$ cat src/hdl/decimal_command_output_latch_assert.svh
// Assertion macros for the decimal command output latch.
`ifndef DECIMAL_COMMAND_OUTPUT_LATCH_ASSERT_SVH
`define DECIMAL_COMMAND_OUTPUT_LATCH_ASSERT_SVH
`ifndef SYNTHESIS
// Same-cycle implication.
`define DCOL_ASSERT_IMPLY(label, clk, rst_n, ante, cons) \
    label: assert property (@(posedge clk) disable iff (!rst_n) (ante) |-> (cons)) \
        else $error("%m: check failed");
// Next-cycle implication.
`define DCOL_ASSERT_NEXT(label, clk, rst_n, ante, cons) \
    label: assert property (@(posedge clk) disable iff (!rst_n) (ante) |=> (cons)) \
        else $error("%m: check failed");
`else
`define DCOL_ASSERT_IMPLY(label, clk, rst_n, ante, cons)
`define DCOL_ASSERT_NEXT(label, clk, rst_n, ante, cons)
`endif
`endif

$ cat src/hdl/dcol_pkg.sv
package dcol_pkg;

    localparam int NUM_OUTPUTS_DEF      = 6;
    localparam int DIGITS_PER_FIELD_DEF = 3;
    localparam int PIN_BITS             = 6;

    localparam logic [7:0] ASCII_ZERO = 8'h30;
    localparam logic [7:0] ASCII_NINE = 8'h39;
    localparam logic [7:0] RADIX      = 8'd10;

    typedef struct packed {
        logic       done;
        logic [7:0] index;
        logic [7:0] value;
    } t_frame_evt;

    // acc*10 + digit, mod 256; non-digits leave acc as is
    function automatic logic [7:0] acc_step(input logic [7:0] acc, input logic [7:0] b);
        logic [7:0] digit;
        digit = b - ASCII_ZERO;
        if (b >= ASCII_ZERO && b <= ASCII_NINE) begin
            return 8'(acc * RADIX + digit);
        end
        return acc;
    endfunction

endpackage

$ cat src/hdl/dcol_decoder.sv
module dcol_decoder #(
    parameter int DIGITS_PER_FIELD = dcol_pkg::DIGITS_PER_FIELD_DEF
) (
    input  logic                i_clk,
    input  logic                i_rst_n,
    input  logic                i_step,
    input  logic [7:0]          i_byte,
    output logic                o_at_last,
    output dcol_pkg::t_frame_evt o_evt
);
    import dcol_pkg::*;

    localparam int FRAME_BYTES = 2 * DIGITS_PER_FIELD;
    localparam int POS_W       = $clog2(FRAME_BYTES);

    logic [POS_W-1:0] r_pos, n_pos;
    logic [7:0]       r_idx, n_idx;
    logic [7:0]       r_val, n_val;
    logic             w_in_index;
    logic [7:0]       w_idx_upd;
    logic [7:0]       w_val_upd;

    assign o_at_last  = (r_pos == POS_W'(FRAME_BYTES - 1));
    assign w_in_index = (r_pos < POS_W'(DIGITS_PER_FIELD));
    assign w_idx_upd  = w_in_index ? acc_step(r_idx, i_byte) : r_idx;
    assign w_val_upd  = w_in_index ? r_val : acc_step(r_val, i_byte);

    always_comb begin
        o_evt.done  = i_step && o_at_last;
        o_evt.index = w_idx_upd;
        o_evt.value = w_val_upd;
        n_pos = r_pos;
        n_idx = r_idx;
        n_val = r_val;
        if (i_step) begin
            if (o_at_last) begin
                n_pos = '0;
                n_idx = '0;
                n_val = '0;
            end else begin
                n_pos = r_pos + POS_W'(1);
                n_idx = w_idx_upd;
                n_val = w_val_upd;
            end
        end
    end

    always_ff @(posedge i_clk) begin
        if (!i_rst_n) begin
            r_pos <= '0;
            r_idx <= '0;
            r_val <= '0;
        end else begin
            r_pos <= n_pos;
            r_idx <= n_idx;
            r_val <= n_val;
        end
    end

endmodule

$ cat src/hdl/dcol_latch_bank.sv
module dcol_latch_bank #(
    parameter int NUM_OUTPUTS = dcol_pkg::NUM_OUTPUTS_DEF
) (
    input  logic                          i_clk,
    input  logic                          i_rst_n,
    input  dcol_pkg::t_frame_evt          i_evt,
    output logic                          o_accepted,
    output logic [dcol_pkg::PIN_BITS-1:0] o_pin_levels
);
    import dcol_pkg::*;

    // only registers that reach a pin are kept
    localparam int PIN_COUNT = (NUM_OUTPUTS < PIN_BITS) ? NUM_OUTPUTS : PIN_BITS;

    logic [7:0] r_latch [PIN_COUNT];
    logic [7:0] n_latch [PIN_COUNT];

    assign o_accepted = (i_evt.index < 8'(NUM_OUTPUTS));

    always_comb begin
        o_pin_levels = '0;
        for (int i = 0; i < PIN_COUNT; i++) begin
            n_latch[i] = r_latch[i];
            if (i_evt.done && o_accepted && i_evt.index == 8'(i)) begin
                n_latch[i] = i_evt.value;
            end
            o_pin_levels[i] = (n_latch[i] != 8'd0);
        end
    end

    always_ff @(posedge i_clk) begin
        if (!i_rst_n) begin
            for (int i = 0; i < PIN_COUNT; i++) begin
                r_latch[i] <= '0;
            end
        end else begin
            for (int i = 0; i < PIN_COUNT; i++) begin
                r_latch[i] <= n_latch[i];
            end
        end
    end

endmodule

$ cat src/hdl/decimal_command_output_latch.sv
// Decimal command output latch. Bytes arrive in frames of 2*DIGITS_PER_FIELD;
// the first half is a decimal index, the second a decimal value (ASCII digits,
// each giving acc*10+digit mod 256; other bytes hold their slot but are
// skipped). On the last byte of a frame the value is written to output
// register <index> if the index is below NUM_OUTPUTS, and one result item
// goes out with the index, value, accepted flag and the pin levels of
// registers 0..5 after the write. Rate: one byte per cycle unless input
// stalls. A byte passes an input register, then one pass of decode/latch
// logic into the result register. Input only stalls when a frame-end byte
// meets a result register that is still held by the consumer.
`include "decimal_command_output_latch_assert.svh"

module decimal_command_output_latch #(
    parameter int NUM_OUTPUTS      = dcol_pkg::NUM_OUTPUTS_DEF,
    parameter int DIGITS_PER_FIELD = dcol_pkg::DIGITS_PER_FIELD_DEF
) (
    input  logic                          i_clk,
    input  logic                          i_rst_n,
    input  logic                          i_in_valid,
    output logic                          o_in_ready,
    input  logic [7:0]                    i_rx_byte,
    output logic                          o_out_valid,
    input  logic                          i_out_ready,
    output logic [7:0]                    o_target_index,
    output logic [7:0]                    o_new_value,
    output logic                          o_accepted,
    output logic [dcol_pkg::PIN_BITS-1:0] o_pin_levels
);
    import dcol_pkg::*;

    logic                r_in_valid;
    logic [7:0]          r_in_byte;
    logic                r_out_valid;
    logic [7:0]          r_target_index;
    logic [7:0]          r_new_value;
    logic                r_accepted;
    logic [PIN_BITS-1:0] r_pin_levels;

    logic                w_at_last;
    logic                w_out_free;
    logic                w_step;
    logic                w_load;
    logic                w_accepted;
    logic [PIN_BITS-1:0] w_pins;
    t_frame_evt          w_evt;

    assign w_out_free = !r_out_valid || i_out_ready;
    assign w_step     = r_in_valid && (!w_at_last || w_out_free);
    assign w_load     = w_evt.done;
    assign o_in_ready = !r_in_valid || w_step;

    dcol_decoder #(
        .DIGITS_PER_FIELD(DIGITS_PER_FIELD)
    ) u_decoder (
        .i_clk    (i_clk),
        .i_rst_n  (i_rst_n),
        .i_step   (w_step),
        .i_byte   (r_in_byte),
        .o_at_last(w_at_last),
        .o_evt    (w_evt)
    );

    dcol_latch_bank #(
        .NUM_OUTPUTS(NUM_OUTPUTS)
    ) u_latch_bank (
        .i_clk       (i_clk),
        .i_rst_n     (i_rst_n),
        .i_evt       (w_evt),
        .o_accepted  (w_accepted),
        .o_pin_levels(w_pins)
    );

    always_ff @(posedge i_clk) begin
        if (!i_rst_n) begin
            r_in_valid  <= 1'b0;
            r_out_valid <= 1'b0;
        end else begin
            if (o_in_ready) begin
                r_in_valid <= i_in_valid;
            end
            if (w_load) begin
                r_out_valid <= 1'b1;
            end else if (i_out_ready) begin
                r_out_valid <= 1'b0;
            end
        end
    end

    always_ff @(posedge i_clk) begin
        if (o_in_ready && i_in_valid) begin
            r_in_byte <= i_rx_byte;
        end
        if (w_load) begin
            r_target_index <= w_evt.index;
            r_new_value    <= w_evt.value;
            r_accepted     <= w_accepted;
            r_pin_levels   <= w_pins;
        end
    end

    assign o_out_valid    = r_out_valid;
    assign o_target_index = r_target_index;
    assign o_new_value    = r_new_value;
    assign o_accepted     = r_accepted;
    assign o_pin_levels   = r_pin_levels;

    `DCOL_ASSERT_IMPLY(a_no_overwrite, i_clk, i_rst_n, w_load, w_out_free)
    `DCOL_ASSERT_IMPLY(a_accept_in_range, i_clk, i_rst_n,
        r_out_valid && r_accepted, r_target_index < 8'(NUM_OUTPUTS))
    `DCOL_ASSERT_IMPLY(a_reject_out_of_range, i_clk, i_rst_n,
        r_out_valid && !r_accepted, r_target_index >= 8'(NUM_OUTPUTS))
    `DCOL_ASSERT_IMPLY(a_pin_matches, i_clk, i_rst_n,
        r_out_valid && r_accepted && r_target_index < 8'(PIN_BITS),
        r_pin_levels[r_target_index[2:0]] == (r_new_value != 8'd0))

endmodule

$ cat config.mk
export PLATFORM = sky130hd
export DESIGN_NAME = decimal_command_output_latch
export DESIGN_NICKNAME = d
export VERILOG_FILES = /design/src/hdl/dcol_pkg.sv /design/src/hdl/dcol_decoder.sv /design/src/hdl/dcol_latch_bank.sv /design/src/hdl/decimal_command_output_latch.sv
export VERILOG_INCLUDE_DIRS = /design/src /design/src/hdl
export SDC_FILE = /design/constraint.sdc
export NUM_CORES = 1
export LEC_CHECK = 0
export BUFFER_PORTS_ARGS = -buffer_cell sky130_fd_sc_hd__buf_2
export CORE_ASPECT_RATIO = 0.5
export CORE_MARGIN = 1
export CORE_UTILIZATION = 40
export CTS_CLUSTER_SIZE = 10
export DETAILED_ROUTE_END_ITERATION = 8
export PLACE_DENSITY = 0.57
export RECOVER_POWER = 25
export SETUP_SLACK_MARGIN = 0.02
export SKIP_LAST_GASP = 1
export SLEW_MARGIN = 20
export SYNTH_ARGS = -nofsm -noshare
export SYNTH_HDL_FRONTEND = slang
export SYNTH_HIERARCHICAL = 1
export SYNTH_SLANG_ARGS = --single-unit
$ cat constraint.sdc
create_clock -name i_clk -period 4.2 [get_ports i_clk]
set_input_delay 0.21 -clock i_clk [delete_from_list [all_inputs] [get_ports i_clk]]
set_output_delay 0.21 -clock i_clk [all_outputs]
set_load 0.02 [all_outputs]
==> results.cfg, run 1 <==
[run_status]
outcome = finished, violations left
violations = DRC

[clock_tree]
cts-htree-levels = 3
cts_buffers = 9
cts_tree = done
numClockSinks = 100
clk_path_buf_depth = 2
clkLatencyLatePin_ns = 0.35
clk_transition_reported_paths_ns = 0.07
holdBufCountCts = 0
cts_root_buffer = sky130_fd_sc_hd__clkbuf_16

[die]
pin_count = 37
die_height_um = 80.31
placeableCoreArea_mm2 = 0.01188
die_area_mm2 = 0.01274
placementRows = 28
die_w_um = 158.6
initial_utilization_pct = 41.31

[global_routing]
global_route.usage.total_pct = 18.43
antenna_found_initial = 0
global_route_wire_length_before_repair_um = 17460
globalRouteOverflowTotal = 0
grt_max_degree = 57
first_global_vias = 3258

[layout]
final_nets = 537
non_filler_instance_count_after_layout = 664
area_growth_syn_to_layout_pct = 12.75
fill_cells = 1120
final_layout_size_suffix_gt1_share_pct = 12.63
fin_util_pct = 46.58
antenna_diode_count = 0

[critical_path]
reg2reg_from = u_decoder/r_idx[1]
regToRegSetupSlack_ns = 0.20
critical_path_peak_fanout = 7
r2r.worst_path.cells = 13
worst_r2r_endpoint = o_pin_levels[4]
critPathCaptureType = flop
arrival_ns = 4.11
critical_setup_path_kind = flop to flop
cp.required_ns = 4.30
critPathLaunchType = flop

[synthesis]
syn-mean-instance-area_um2 = 10.76
mappedNetlistArea_mm2 = 0.004906
synthesis.instances = 456
async_reset_ff_share_pct = 0
synth_ff_type = sky130_fd_sc_hd__dfxtp_1
ys_top_cells_by_count = 85 x sky130_fd_sc_hd__nand2_1, 69 x sky130_fd_sc_hd__dfxtp_1, 48 x sky130_fd_sc_hd__mux2i_1
synth_area_leader_cell = sky130_fd_sc_hd__dfxtp_1
yosys.cell_types.count = 54
synth-warning-count = 6
postSynthNetCount = 499
synth_edf_count = 31
ys_ff_latch = 100
synth_sequential_area_ratio_pct = 47.13
synth.top_cells.by_area = sky130_fd_sc_hd__dfxtp_1 28%, sky130_fd_sc_hd__edfxtp_1 19%, sky130_fd_sc_hd__mux2i_1 9.8%, sky130_fd_sc_hd__ha_1 6.9%, sky130_fd_sc_hd__nand2_1 6.5%
most_frequently_used_cell_type_in_the_post_synthesis_netlist = sky130_fd_sc_hd__nand2_1
area_fraction_of_the_dominant_cell_type_after_synthesis_pct = 28.16

[min_path]
holdPathEnd = r_in_byte[3]
hold_class = primary input to flop
timing.hold.worst.start = i_rx_byte[3]
whs_path_depth = 1

[place]
dp_worst_setup_slack_ns = 0.02761
place.detailed.instances = 647
place.port_buffers = 36
place.detailed.hpwl_um = 7660
gp_congestion = 0.8068

[power]
leakage_nw = 2.356
peakVddDrop_v = 0.0001650
pwr_density_cell_mw_per_mm2 = 364.2

[sta]
hold_ws_ns = 0.03684
final_max_slew_viol_count = 0
maximum_clock_frequency_mhz = 250.0
setup_repair_after_global_routing_missed_its_margin = false
final.setup.tns_ns = 0
layout_worst_path_cycle_share_pct = 95.25
worst-slew-pin-transition_ns = 0.8456
finalClockSkew_ns = 0.01271
final_critical_path_setup_slack_ns = 0.1995
setup_violations_final = 0
timing.final.hold_violations = 0
layout_min_cycle_time_ns = 4.001
maxSlewHeadroom_pct = 43.12

[drt]
remaining_drc_errors = 1
first_pass_iters = 6
vias_per_cell = 5.199
routedWlPerCell_um = 16.68
antenna_violating_nets_post_route = 0
detailed_router_s_first_iteration_violation_count = 167
vias = 3452
route.final.wire_length_um = 11080

[run]
cap_viol_max_count = 0
[worst max-delay path by stage]
stage                            start               to  slack [ns]  depth (start not counted)
finish              u_decoder/r_idx[1]  o_pin_levels[4]        0.20                         13
global route        u_decoder/r_idx[1]  o_pin_levels[4]      0.0001                         13
CTS                 u_decoder/r_idx[1]  o_pin_levels[4]        0.13                         12
detailed placement  u_decoder/r_idx[1]  o_pin_levels[4]        0.03                         12
global placement    u_decoder/r_idx[1]  o_pin_levels[4]        0.10                         12
floorplan           u_decoder/r_idx[1]  o_pin_levels[2]        0.23                         13
[cell families (layout without fill, tap and decap cells)]
kind of cell / after synthesis / count (layout) / synth area share [%]
and+or+nand+nor: 157 / 157 / 15.76
DFF: 100 / 100 / 47.13
AOI/OAI and AO/OA: 62 / 62 / 8.442
muxes: 60 / 60 / 13.01
adders and majority gates: 31 / 31 / 8.518
buffers and inverters: 29 / 72 / 3.392
xor gates and xnor gates: 17 / 17 / 3.749
[registers in the layout, indices dropped and copies added, names as in the netlist]
register / count
r_in_byte: 8
u_decoder/r_pos: 3
u_decoder/r_idx: 8
r_in_valid: 1
o_pin_levels: 6
o_out_valid: 1
o_new_value: 8
o_target_index: 8
u_latch_bank/r_latch: 48
u_decoder/r_val: 8
o_accepted: 1
[area by class of cell]
class | instances | area, µm² | area share [%]
multi-input combinational | 327 | 2422 | 43.79
tap | 165 | 206.4 | 3.732
sequential | 100 | 2315 | 41.85
clock buffer | 9 | 225.2 | 4.071
timing repair buffer | 46 | 225.2 | 4.071
clock inverter | 7 | 100.1 | 1.810
inverter | 10 | 37.54 | 0.6786
[where the power goes]
part / switching [mW] / internal (mW) / leakage (nW)
Combinational: 0.0670 / 0.0409 / 1.37
Clock: 0.410 / 0.486 / 0.161
Sequential: 0.00998 / 1.00 / 0.826
[critical path, cell delays in order (launching register included)]
cell                      delay, ns
sky130_fd_sc_hd__dfxtp_2       0.35
sky130_fd_sc_hd__ha_1          0.29
sky130_fd_sc_hd__ha_1          0.23
sky130_fd_sc_hd__fa_1          0.44
sky130_fd_sc_hd__ha_1          0.36
sky130_fd_sc_hd__and2_1        0.19
sky130_fd_sc_hd__a311o_1       0.33
sky130_fd_sc_hd__a21oi_2       0.19
sky130_fd_sc_hd__xor2_1        0.16
sky130_fd_sc_hd__o21ai_0       0.16
sky130_fd_sc_hd__nor4_4        0.31
sky130_fd_sc_hd__buf_4         0.19
sky130_fd_sc_hd__and4b_1       0.25
sky130_fd_sc_hd__mux2_4        0.31
[through the flow]
stage          instance area [µm²]  power, mW
5_1_grt                       5532      2.083
4_1_cts                       5557      2.038
2_1_floorplan                 4906      1.107
6_report                      5532      2.014
3_5_place_dp                  5231      1.138
3_3_place_gp                  5231      1.139
[timing repair]
| item | 4_1_cts | 5_1_grt |
|---|---|---|
| pin swaps | 1 | 1 |
| resized for setup | 0 | 3 |
| setup endpoints to repair | 1 | 41 |
| buffers inserted | 0 | 1 |
[metal layers]
layer	track usage [%]	share of wire [%]	wire (µm)
met5	0	0	0
met4	4.712	0.84	93
met3	3.886	3.2	359
met2	28.60	44	4845
met1	25.94	52	5778
[cells in the final DEF, fill, tap and decap left out, types with 3 or more instances in the layout]
cell / Yosys / routed
sky130_fd_sc_hd__nand2_1: 85 / 85
sky130_fd_sc_hd__dfxtp_1: 69 / 67
sky130_fd_sc_hd__mux2i_1: 48 / 48
sky130_fd_sc_hd__edfxtp_1: 31 / 31
sky130_fd_sc_hd__ha_1: 27 / 27
sky130_fd_sc_hd__clkbuf_1: 8 / 24
sky130_fd_sc_hd__nor2_1: 17 / 17
sky130_fd_sc_hd__nor4_1: 14 / 14
sky130_fd_sc_hd__a21oi_1: 14 / 13
sky130_fd_sc_hd__buf_2: 2 / 12
sky130_fd_sc_hd__nand3_1: 12 / 12
sky130_fd_sc_hd__buf_4: 2 / 10
sky130_fd_sc_hd__inv_1: 9 / 9
sky130_fd_sc_hd__clkbuf_16: 0 / 9
sky130_fd_sc_hd__xnor2_1: 9 / 9
sky130_fd_sc_hd__o21ai_0: 9 / 9
sky130_fd_sc_hd__a22oi_1: 9 / 9
sky130_fd_sc_hd__a21o_1: 7 / 7
sky130_fd_sc_hd__mux2_2: 6 / 6
sky130_fd_sc_hd__mux2_4: 6 / 6
sky130_fd_sc_hd__o21a_1: 5 / 5
sky130_fd_sc_hd__o211ai_1: 5 / 5
sky130_fd_sc_hd__xor2_1: 5 / 5
sky130_fd_sc_hd__inv_8: 0 / 4
sky130_fd_sc_hd__fa_1: 4 / 4
sky130_fd_sc_hd__nor3b_1: 3 / 3
sky130_fd_sc_hd__o2111ai_1: 3 / 3
sky130_fd_sc_hd__and2_1: 4 / 3
sky130_fd_sc_hd__nand4_1: 3 / 3
sky130_fd_sc_hd__nor2b_1: 3 / 3
(Power assumes the default switching activity.)
==> run 2: changes to the inputs <==
--- a/config.mk
+++ b/config.mk
@@ -12,7 +12,7 @@
 export CORE_UTILIZATION = 40
 export CTS_CLUSTER_SIZE = 10
 export DETAILED_ROUTE_END_ITERATION = 8
-export PLACE_DENSITY = 0.57
+export PLACE_DENSITY = 0.55
 export RECOVER_POWER = 25
 export SETUP_SLACK_MARGIN = 0.02
 export SKIP_LAST_GASP = 1
==> constraint.sdc (replaced) <==
create_clock -name i_clk -period 4.7 [get_ports i_clk]
set_input_delay 0.235 -clock i_clk [delete_from_list [all_inputs] [get_ports i_clk]]
set_output_delay 0.235 -clock i_clk [all_outputs]
set_load 0.02 [all_outputs]
==> run 2 against run 1 <==
Compared with the run above: the run now ends clean; worst setup slack better by 0.18 ns; clock skew down 0.0028 ns; global-route usage up 0.16 points; sequential power down 11%; clock power down 14%; core utilization down 0.41 points; flip-flop and latch count unchanged; total power down 12%; die area unchanged; critical endpoint is now o_pin_levels[2]; largest cell class unchanged; largest power group unchanged.
==> results.cfg, run 2 (synthesis gave the netlist of run 1 again) <==
[clock_tree]
clk_path_buf_depth = 2
cts-htree-levels = 3
cts_post_setup_buffers_inserted = 0
cts_root_buffer = sky130_fd_sc_hd__clkbuf_16
cts_buffers = 9
numClockSinks = 100
cts_tree = done
clk_transition_reported_paths_ns = 0.07
holdBufCountCts = 0
cts.repair.resized = 0
clkLatencyLatePin_ns = 0.36

[place]
place.detailed.hpwl_um = 7640
place.detailed.instances = 644
gp_congestion = 0.8088
place.port_buffers = 36
dp_worst_setup_slack_ns = 0.4103

[layout]
area_growth_syn_to_layout_pct = 11.76
non_filler_instance_count_after_layout = 660
sequential_cell_area_mm2 = 0.002312
layout_common_cells = 85 x sky130_fd_sc_hd__nand2_1, 69 x sky130_fd_sc_hd__dfxtp_1, 48 x sky130_fd_sc_hd__mux2i_1
fill_cells = 1128
final_layout_size_suffix_gt1_share_pct = 11.31
antenna_diode_count = 0
most_common_cell_after_layout_fill_and_taps_aside = sky130_fd_sc_hd__nand2_1
max_flop_register = u_latch_bank/r_latch
multi_input_area_mm2 = 0.002419
final_nets = 533
largest_register_ffs = 48

[die]
placeableCoreArea_mm2 = 0.01188
pin_count = 37
placementRows = 28
initial_utilization_pct = 41.31
die_w_um = 158.6
die_area_mm2 = 0.01274
die_height_um = 80.31

[power]
peakVddDrop_v = 0.0001850
total_power_mw = 1.769
pwr_density_cell_mw_per_mm2 = 322.6
leakage_nw = 2.329

[sta]
layout_min_cycle_time_ns = 4.320
final.setup.tns_ns = 0
setup_violations_final = 0
final_critical_path_setup_slack_ns = 0.3799
timing.final.hold_violations = 0
maxSlewHeadroom_pct = 44.14
setup_repair_after_global_routing_missed_its_margin = false
hold_ws_ns = 0.05908
worst-slew-pin-transition_ns = 0.8291
final_max_slew_viol_count = 0
maximum_clock_frequency_mhz = 231.5
layout_worst_path_cycle_share_pct = 91.92
finalClockSkew_ns = 0.009951

[critical_path]
worst_path_most_repeated_cell = sky130_fd_sc_hd__ha_1
worst_r2r_endpoint = o_pin_levels[2]
critical_path.max_stage_delay_ns = 0.52
reg2reg_from = u_decoder/r_idx[1]
critPathLaunchType = flop
r2r.worst_path.cells = 12
critical_setup_path_kind = flop to flop
critical-path-slowest-cell = sky130_fd_sc_hd__nor4_4
cp.required_ns = 4.81
arrival_ns = 4.43
cp_cell_instances = ha_1 > ha_1 > fa_1 > ha_1 > and2_1 > a311o_1 > a21oi_1 > xor2_1 > o21ai_0 > nor4_4 > and4_4 > mux2_4
regToRegSetupSlack_ns = 0.38
critical_path_peak_fanout = 9
critPathCaptureType = flop

[drt]
routedWlPerCell_um = 16.59
detailed_router_s_first_iteration_violation_count = 218
route.final.wire_length_um = 10950
first_pass_iters = 4
antenna_violating_nets_post_route = 0
remaining_drc_errors = 0
vias_per_cell = 5.194
vias = 3428

[global_routing]
antenna_found_initial = 0
global_route_wire_length_before_repair_um = 17460
first_global_vias = 3206
globalRouteOverflowTotal = 0
global_route.usage.total_pct = 18.59
grt_max_degree = 57

[run_status]
outcome = finished clean

[min_path]
whs_path_depth = 1
hold_class = primary input to flop
holdPathEnd = r_in_byte[0]
timing.hold.worst.start = i_rx_byte[0]

[run]
cap_viol_max_count = 0
-- run 2: cell type report --
class                   instances  share of cell area [%]
multi-input cells             327                   44.11
flip-flops and latches        100                   42.17
clock buffers                  10                   4.564
clock inverters                 6                   1.141
well taps                     165                   3.765
repair buffers                 42                   3.560
inverters                      10                  0.6846
-- run 2: power by group --
| part | switching [mW] | internal (mW) |
|---|---|---|
| Clock | 0.364 | 0.408 |
| Sequential | 0.00878 | 0.894 |
| Combinational | 0.0589 | 0.0351 |
| Total | 0.432 | 1.34 |
-- run 2: worst max-delay path: cells and delay by family (launching register included) --
kind	cells	cell delay (ns)
AND/OR/NAND/NOR	3	1.13
XOR/XNOR	1	0.16
multiplexers	1	0.31
flip-flops	1	0.43
AO/OA/AOI/OAI	3	0.74
adder cells (fa/ha/maj)	4	1.30
-- run 2: stage by stage --
stage | instance area [µm²] | utilization (%)
after CTS | 5522 | 46.49
after global routing | 5483 | 46.17
after global placement | 5209 | 43.86
after detailed placement | 5209 | 43.86
final | 5483 | 46.17
after floorplan | 4906 | -
-- run 2: layer usage --
metal | vias to the layer above | track usage (%) | wire (µm)
met5 | - | 0 | 0
met4 | 0 | 6.058 | 183
met3 | 16 | 4.101 | 465
met2 | 69 | 29.17 | 4926
met1 | 1636 | 25.34 | 5376
li1 | 1707 | - | -
-- run 2: worst max path at each step --
stage / end / cells past startpoint / from / slack, ns
global placement: o_pin_levels[2] / 12 / u_decoder/r_idx[1] / 0.44
detailed placement: o_pin_levels[2] / 12 / u_decoder/r_idx[1] / 0.41
global route: o_pin_levels[2] / 12 / u_decoder/r_idx[1] / 0.11
CTS: o_pin_levels[2] / 12 / u_decoder/r_idx[1] / 0.39
finish: o_pin_levels[2] / 12 / u_decoder/r_idx[1] / 0.38
floorplan: o_pin_levels[2] / 13 / u_decoder/r_idx[1] / 0.73
